===== config.mk =====
export PLATFORM = sky130hd
export DESIGN_NAME = tcce_ctrl
export DESIGN_NICKNAME = d
export VERILOG_FILES = /design/src/hw/rtl/tcce_pkg.sv /design/src/hw/rtl/tcce_ctrl.sv
export VERILOG_INCLUDE_DIRS = /design/src /design/src/hw/rtl
export SDC_FILE = /design/constraint.sdc
export NUM_CORES = 1
export LEC_CHECK = 0
export BUFFER_PORTS_ARGS = -buffer_cell sky130_fd_sc_hd__buf_2
export CELL_PAD_IN_SITES_DETAIL_PLACEMENT = 0
export CELL_PAD_IN_SITES_GLOBAL_PLACEMENT = 1
export CORE_MARGIN = 2
export CORE_UTILIZATION = 30
export CTS_BUF_LIST = sky130_fd_sc_hd__clkbuf_16
export DETAILED_ROUTE_END_ITERATION = 10
export PLACE_DENSITY = 0.83
export SLEW_MARGIN = 15
export SYNTH_ARGS = -nofsm -noshare
export SYNTH_HDL_FRONTEND = slang
export SYNTH_SLANG_ARGS = --single-unit

===== constraint.sdc =====
create_clock -name clk -period 2.1 [get_ports clk]
set_input_delay 0.21 -clock clk [delete_from_list [all_inputs] [get_ports clk]]
set_output_delay 0.21 -clock clk [all_outputs]
set_load 0.005 [all_outputs]

===== src/hw/rtl/text_console_cursor_engine_assert.svh =====
// ----------------------------------------------------------------------------
// Text console cursor engine - assertion macros
// Shared property forms for the engine's modules. Each module that uses
// them has signals named clk and rst.
// ----------------------------------------------------------------------------
`ifndef TEXT_CONSOLE_CURSOR_ENGINE_ASSERT_SVH
`define TEXT_CONSOLE_CURSOR_ENGINE_ASSERT_SVH

// The consequent must hold in the same cycle as the antecedent.
`define TCCE_ASSERT_IMPL(lbl, ante, cons, msg) \
  lbl: assert property (@(posedge clk) disable iff (rst) (ante) |-> (cons)) \
    else $error(msg);

// The consequent must hold in the cycle after the antecedent.
`define TCCE_ASSERT_NEXT(lbl, ante, cons, msg) \
  lbl: assert property (@(posedge clk) disable iff (rst) (ante) |=> (cons)) \
    else $error(msg);

`endif


===== src/hw/rtl/tcce_pkg.sv =====
// ----------------------------------------------------------------------------
// Text console cursor engine - package
// Geometry, field widths, character codes, state and command types shared
// by the controller, the datapath and the top level.
// ----------------------------------------------------------------------------
package tcce_pkg;

  // Screen geometry.
  localparam int COLUMNS    = 80;
  localparam int ROWS       = 25;
  localparam int TAB_WIDTH  = 8;
  localparam int CELL_COUNT = COLUMNS * ROWS;
  localparam int COPY_COUNT = (ROWS - 1) * COLUMNS;

  // Storage and counter widths.
  localparam int ADDR_W = $clog2(CELL_COUNT);
  localparam int CNT_W  = $clog2(CELL_COUNT + 1);
  localparam int TAB_W  = $clog2(TAB_WIDTH + 1);
  localparam int CELL_W = 16;
  localparam int LIN_W  = 16;

  // Field widths.
  localparam int OPCODE_W = 2;
  localparam int CHAR_W   = 8;
  localparam int INDEX_W  = 11;
  localparam int START_W  = 8;
  localparam int COL_W    = 7;
  localparam int ROW_W    = 5;
  localparam int CADDR_W  = 11;
  localparam int ATTR_W   = 8;

  // Configuration port.
  localparam int PADDR_W = 3;
  localparam int PDATA_W = 32;
  localparam logic [PADDR_W-3:0] REG_TEXT_ATTR = '0;

  // Character codes.
  localparam logic [ATTR_W-1:0] RESET_ATTR   = 8'h0F;
  localparam logic [CHAR_W-1:0] BLANK_CHAR   = 8'd32;
  localparam logic [CHAR_W-1:0] PRINT_LO     = 8'd32;
  localparam logic [CHAR_W-1:0] PRINT_HI     = 8'd126;
  localparam logic [CHAR_W-1:0] CH_BACKSPACE = 8'd8;
  localparam logic [CHAR_W-1:0] CH_TAB       = 8'd9;
  localparam logic [CHAR_W-1:0] CH_NEWLINE   = 8'd10;
  localparam logic [CHAR_W-1:0] CH_RETURN    = 8'd13;

  typedef enum logic [OPCODE_W-1:0] {
    OP_PUT   = 2'd0,
    OP_READ  = 2'd1,
    OP_START = 2'd2,
    OP_SPARE = 2'd3
  } opcode_t;

  typedef enum logic [3:0] {
    OPC_PRINT,
    OPC_BACK,
    OPC_TAB,
    OPC_NEWLINE,
    OPC_RETURN,
    OPC_READ,
    OPC_CLEAR,
    OPC_PLACE,
    OPC_NOP
  } op_class_t;

  typedef enum logic [3:0] {
    S_INIT,
    S_IDLE,
    S_EXEC,
    S_TAB,
    S_READ,
    S_COPY,
    S_BLANK,
    S_CLEAR,
    S_DONE
  } state_t;

  typedef enum logic [2:0] {
    WR_NONE,
    WR_CHAR,
    WR_RESET_BLANK,
    WR_BLANK,
    WR_COPY
  } wr_mode_t;

  typedef enum logic [1:0] {
    RD_NONE,
    RD_CELL,
    RD_COPY
  } rd_mode_t;

  typedef enum logic [2:0] {
    CUR_HOLD,
    CUR_ADVANCE,
    CUR_BACK,
    CUR_NEWLINE,
    CUR_RETURN,
    CUR_HOME,
    CUR_PLACE
  } cur_op_t;

  // Controller to datapath.
  typedef struct packed {
    logic     take_item;
    logic     cnt_clear;
    logic     cnt_inc;
    wr_mode_t wr_mode;
    rd_mode_t rd_mode;
    cur_op_t  cur_op;
    logic     tab_load;
    logic     tab_dec;
    logic     scroll_set;
    logic     read_capture;
    logic     load_out;
  } dp_cmd_t;

  // Datapath to controller.
  typedef struct packed {
    op_class_t op_class;
    logic      wrap_last;
    logic      row_last;
    logic      tab_last;
    logic      tab_zero;
    logic      copy_end;
    logic      fill_end;
  } dp_stat_t;

  // Number of cursor steps a tab takes from each column.
  typedef logic [TAB_W-1:0] tab_tbl_t [0:(1 << COL_W) - 1];

  function automatic tab_tbl_t build_tab_tbl();
    tab_tbl_t tbl;
    for (int i = 0; i < (1 << COL_W); i++) begin
      tbl[i] = TAB_W'(TAB_WIDTH - (i % TAB_WIDTH));
    end
    return tbl;
  endfunction

  localparam tab_tbl_t TAB_SPAN = build_tab_tbl();

endpackage


===== src/hw/rtl/tcce_ctrl.sv =====
// ----------------------------------------------------------------------------
// Text console cursor engine - controller
// Sequences the store sweeps, tab steps and reads, and owns the request
// and result handshakes.
// ----------------------------------------------------------------------------
`include "text_console_cursor_engine_assert.svh"

module tcce_ctrl (
  input  logic                clk,
  input  logic                rst,
  input  logic                in_valid,
  output logic                in_ready,
  output logic                out_valid,
  input  logic                out_ready,
  output tcce_pkg::dp_cmd_t   cmd,
  input  tcce_pkg::dp_stat_t  stat
);
  import tcce_pkg::*;

  state_t state;
  state_t state_next;
  logic   out_valid_q;
  logic   accept;
  logic   slot_free;

  assign accept    = in_valid && (state == S_IDLE);
  assign slot_free = !out_valid_q || out_ready;
  assign out_valid = out_valid_q;

  always_comb begin
    state_next = state;
    case (state)
      S_INIT:  if (stat.fill_end) state_next = S_IDLE;
      S_IDLE:  if (accept) state_next = S_EXEC;
      S_EXEC: begin
        case (stat.op_class)
          OPC_PRINT:   state_next = stat.wrap_last ? S_COPY : S_DONE;
          OPC_NEWLINE: state_next = stat.row_last ? S_COPY : S_DONE;
          OPC_TAB:     state_next = S_TAB;
          OPC_READ:    state_next = S_READ;
          OPC_CLEAR:   state_next = S_CLEAR;
          default:     state_next = S_DONE;
        endcase
      end
      S_TAB: begin
        if (stat.wrap_last) begin
          state_next = S_COPY;
        end else if (stat.tab_last) begin
          state_next = S_DONE;
        end
      end
      S_READ:  state_next = S_DONE;
      S_COPY:  if (stat.copy_end) state_next = S_BLANK;
      S_BLANK: if (stat.fill_end) state_next = stat.tab_zero ? S_DONE : S_TAB;
      S_CLEAR: if (stat.fill_end) state_next = S_DONE;
      S_DONE:  if (slot_free) state_next = S_IDLE;
      default: state_next = S_IDLE;
    endcase
  end

  always_comb begin
    cmd          = '0;
    cmd.wr_mode  = WR_NONE;
    cmd.rd_mode  = RD_NONE;
    cmd.cur_op   = CUR_HOLD;
    in_ready     = 1'b0;
    case (state)
      S_INIT: begin
        cmd.wr_mode = WR_RESET_BLANK;
        cmd.cnt_inc = 1'b1;
      end
      S_IDLE: begin
        in_ready      = 1'b1;
        cmd.take_item = in_valid;
      end
      S_EXEC: begin
        case (stat.op_class)
          OPC_PRINT: begin
            cmd.wr_mode    = WR_CHAR;
            cmd.cur_op     = CUR_ADVANCE;
            cmd.scroll_set = stat.wrap_last;
            cmd.cnt_clear  = 1'b1;
          end
          OPC_BACK:   cmd.cur_op = CUR_BACK;
          OPC_RETURN: cmd.cur_op = CUR_RETURN;
          OPC_NEWLINE: begin
            cmd.cur_op     = CUR_NEWLINE;
            cmd.scroll_set = stat.row_last;
            cmd.cnt_clear  = 1'b1;
          end
          OPC_TAB:  cmd.tab_load = 1'b1;
          OPC_READ: cmd.rd_mode = RD_CELL;
          OPC_CLEAR: begin
            cmd.cur_op     = CUR_HOME;
            cmd.scroll_set = 1'b1;
            cmd.cnt_clear  = 1'b1;
          end
          OPC_PLACE: cmd.cur_op = CUR_PLACE;
          default:   cmd.cur_op = CUR_HOLD;
        endcase
      end
      S_TAB: begin
        cmd.cur_op     = CUR_ADVANCE;
        cmd.tab_dec    = 1'b1;
        cmd.scroll_set = stat.wrap_last;
        cmd.cnt_clear  = 1'b1;
      end
      S_READ: cmd.read_capture = 1'b1;
      S_COPY: begin
        cmd.rd_mode = RD_COPY;
        cmd.wr_mode = WR_COPY;
        cmd.cnt_inc = !stat.copy_end;
      end
      S_BLANK, S_CLEAR: begin
        cmd.wr_mode = WR_BLANK;
        cmd.cnt_inc = 1'b1;
      end
      S_DONE:  cmd.load_out = slot_free;
      default: cmd.cur_op = CUR_HOLD;
    endcase
  end

  always_ff @(posedge clk) begin
    if (rst) begin
      state       <= S_INIT;
      out_valid_q <= 1'b0;
    end else begin
      state <= state_next;
      if (cmd.load_out) begin
        out_valid_q <= 1'b1;
      end else if (out_ready) begin
        out_valid_q <= 1'b0;
      end
    end
  end

  `TCCE_ASSERT_IMPL(a_load_into_free_slot, cmd.load_out,
    !out_valid_q || out_ready, "result loaded over an untaken result")
  `TCCE_ASSERT_NEXT(a_done_shows_result, (state == S_DONE) && (state_next == S_IDLE),
    out_valid_q, "finished request left no result")

endmodule


======== Word-level counts from Yosys, hierarchy flattened ========
Cells that the tools add are included.
word-level totals
  bits of input ports ..................... 14
  output and inout port bits .............. 18
  bits in registers ....................... 5
  logic and storage cells ................. 68
cells by class
  eq/ne operators ......................... 22
  multiplexer cells ....................... 33
  reduce and logical (&&, ||, !) cells .... 11
operators with widths
  operator              number
  $mux W4               11
  $pmux W4 S9           1
  $eq A4 B3 Y1 const B  8
  $pmux W4 S5           1
  $pmux W3 S6           1
  $eq A4 B2 Y1 const B  4
  $mux W1               12
  $ne A2 B2 Y1 const B  6
  $pmux W3 S4           1
  $eq A4 B1 Y1 const B  2
  $logic_not A4 Y1      2
  $reduce_and A7 Y1     1
  $pmux W1 S2           3
  $pmux W3 S2           1
  $reduce_or A3 Y1      2
  $eq A4 B4 Y1 const B  1
  $pmux W2 S2           1
  $ne A3 B3 Y1 const B  1
  $pmux W1 S3           1
  $logic_not A1 Y1      2
  $reduce_bool A2 Y1    1
  $reduce_or A2 Y1      1
  $logic_and A1 B1 Y1   1
  $logic_or A1 B1 Y1    1

======== Depth between registers and ports, before layout ========
  depth in word-level cells ............... 4
  depth in mapped cells ................... 6
  gate-level depth less buffers ........... 5

======== Worst setup path before layout ========
OpenSTA, ideal clock, no wires.
  path type ............................... reg2reg
  from .................................... reg state[0]
  to ...................................... reg state[2]
  period minus slack after synthesis ...... 1.594 ns
  stages on the path, launching flop included .. 7
  arrival time ............................ 1.525 ns
  setup time .............................. 0.069 ns
  buffers on the path ..................... 1
  path slack .............................. 0.506 ns
  required time ........................... 2.031 ns
  path through ............................ dfxtp_1 -> or4b_4 -> or2_0 -> buf_2 -> a221oi_2 -> o21ai_1 -> o21ai_1
between the ends
  cells in the longest elaborated chain, start to end .. 4
  elaborated cells between the ends (all ways) .. 19
  those cells by class .................... eq/ne: 15; mux: 1; reduce/logical: 3
ends and longest elaborated chain
  item                                line                              RTL
  start, declared                     tcce_ctrl.sv:20                   state_t state;
  start signal, assigned              tcce_ctrl.sv:128                  state <= state_next;
  $eq A4 B1 Y1                        tcce_ctrl.sv:26, tcce_ctrl.sv:32
  $logic_and A1 B1 Y1                 tcce_ctrl.sv:26                   assign accept = in_valid && (state == S_IDLE);
  $ne A2 B2 Y1 (no source line)       n/a
  $reduce_and A7 Y1 (no source line)  n/a
Several ways; a longest one is shown, not always the timed one.
A chain may end at the register's enable or synchronous reset.

==> key figures <==
Detailed routing
  – Final ANT Viol Nets: 0
  – Vias post-DR: 833
  – Final WL: 1930 um
  – WL/cell: 12.0 um
  – Initial DRC Count: 18
  – Vias per inst: 5.17
  – DR DRC count: 0
  – First-pass iteration count of the detailed router: 4

Logic synthesis
  – Most common cell in the synthesized netlist: nor2_1
  – Synthesized area per cell: 6.59 um2
  – Syn nets: 115
  – Commonest register cell after synthesis: dfxtp_1
  – Mapped cell area: 666 um2
  – #FFs+latches synth: 5
  – Post-synth ARST share: 0%
  – Largest area contributor in the netlist: dfxtp_1
  – Synthesized instance count: 101
  – Yosys top cell area share: 15.0%
  – EDFF count, synth: 0
  – Netlist cell types: 37
  – Top cells by area, synth: dfxtp_1 15%, nor2_1 7.3%, a21oi_1 6.0%
  – Commonest cells in the netlist: 13 x nor2_1, 8 x a21oi_1, 8 x nand2_1
  – Post-synthesis sequential area ratio: 15.0%
  – Yosys synthesis warning count: 0

Clocking
  – Worst-path clk slew: 0.03 ns
  – CTS buffer count: 3
  – H-tree Lvls: 1
  – Clock sink count: 5
  – Root Buffer: clkbuf_16
  – Worst-Skew Late Latency: 0.22 ns
  – Max Root-Sink Buffers: 2
  – Post-CTS resize count: 0
  – Hold buffer count at CTS: 0
  – CTS tree: yes
  – Setup Buffers After CTS: 0

Min path
  – Hold Path Class: in -> reg

STA
  – Final-report hold violation count: 0
  – FMAX: 0.509 GHz
  – Tcrit/Tclk final: 93.6%
  – Clock skew: 0.000727 ns
  – Setup violators final: 0
  – Setup TNS: 0 ns
  – Max_slew headroom: 66.0%
  – RSZ-0062 raised after global routing: no
  – Fin crit period: 1.97 ns
  – Worst Tran Pin Value: 0.506 ns
  – Pins Over Slew Limit: 0

Die
  – Effective utilization at floorplan: 31.0%
  – Die ar.: 2610 um2
  – Std-Cell Rows: 17
  – Overall die width: 51.1 um
  – Die H: 51.1 um
  – Core area: 2150 um2
  – I/O pin count: 32

GRT
  – Number of global-route vias before repair: 772
  – Congestion Overflow GR: 0
  – Initial antenna violation count: 0
  – Largest net degree at the start of global routing: 16
  – First-pass GRT wire length: 3230 um
  – Total Routing Usage GR: 16.0%

Layout
  – NumNets Final: 148
  – Synth-to-Final Area Change: 41.2%
  – Post-Layout Inst Area: 940 um2
  – Share of layout cells above drive strength 1: 35.3%
  – Diode count: 0

Power and ir drop
  – IR drop worst, VDD: 493 uV
  – Sw frac: 32.4%
  – Pwr/cell area: 778 nW/um2
  – Net Switching: 237 uW
  – Int Pwr: 494 uW
  – Clk network pwr share: 41.9%
  – Seq pwr share: 15.6%
  – Leak pwr: 0.000459 uW
  – Comb power frac: 42.5%

Setup path
  – CP max FO: 7
  – R2R Setup Slk: 0.40 ns
  – CP required: 1.89 ns
  – Critical path arrival: 1.76 ns
  – Worst setup EP type: output port
  – Crit Path Category: reg -> out
  – Critical path launch point type: flip-flop

Placed design
  – RePlAce Congestion: 0.802
  – Detail Placement HPWL: 1500 um
  – Placed Instance Area: 861 um2
  – Port Buffer Count: 31

Job
  – Max-Cap Viols: 0

Run status
  – Outcome: finished clean
## cell usage in the layout (no fill, tap or decap), types with 2 or more instances in the layout
cell type	n
a21oi_1	8
a31o_2	2
a31oi_1	2
and3_1	4
buf_2	31
buf_4	6
clkbuf_16	3
dfxtp_1	5
inv_1	4
mux2i_1	3
nand2_1	8
nand2b_1	3
nand3b_1	2
nor2_1	13
nor2b_1	5
nor3_1	6
o21ai_0	5
o21ai_1	2
o21bai_1	2
o31ai_1	2
## cells by family (layout without fill, tap and decap cells)
kind of cell,Yosys count,count (layout),synth area share (%)
AOI/OAI and AO/OA,29,29,29.1
xor gates and xnor gates,1,1,1.32
buffers and inverters,12,44,7.71
DFF,5,5,15.0
muxes,4,4,6.20
and+or+nand+nor,50,50,40.6
## per-stage QoR
step / util [%] / std cells / power, uW / setup WS (ns) / hold WS, ns
2_1_floorplan: - / 101 / 315 / 0.506 / 0.282
3_3_place_gp: 40.1 / 157 / 414 / 0.399 / 0.459
3_5_place_dp: 40.1 / 157 / 422 / 0.368 / 0.454
4_1_cts: 43.7 / 161 / 732 / 0.122 / 0.222
5_1_grt: 43.7 / 161 / 782 / 0.0711 / 0.237
6_report: 43.7 / 161 / 731 / 0.134 / 0.225
## critical path: stages, from the launching register on
cell     delay (ns)
dfxtp_1        0.31
or4b_4         0.54
or2_0          0.35
nor3_1         0.20
buf_2          0.13
## path summary, 6_finish.rpt
check                           cells past startpoint         to     start
worst max-delay path                                4     cmd[8]  state[0]
worst min-delay path                                2  out_valid       rst
worst max register to register                      5   state[0]  state[0]
worst min register to register                      3   state[0]  state[0]
## sequential cells by signal, indices dropped and copies added, names as in the netlist
| register | flops |
|---|---|
| state | 4 |
| out_valid | 1 |
## metal layers
| metal | global-route usage [%] | share of wire [%] |
|---|---|---|
| met4 | 5.41 | 0 |
| met5 | 0 | 0 |
| met2 | 28.6 | 49 |
| met1 | 19.7 | 47 |
| met3 | 1.75 | 4.0 |
## final cells by class
class | instances | area [um2]
fill | 235 | 1210
multi-input combinational | 84 | 514
timing repair buffer | 37 | 200
sequential | 5 | 100
clock buffer | 3 | 75.1
tap | 28 | 35.0
inverter | 3 | 11.3
clock inverter | 1 | 3.75
## power groups by stage
stage               clock network (uW)  logic [uW]  registers (uW)
floorplan                            0         198             117
global placement                     0         301             113
detailed placement                   0         307             115
CTS                                308         310             114
global route                       317         350             115
finish                             306         311             114
(Power assumes the default switching activity.)
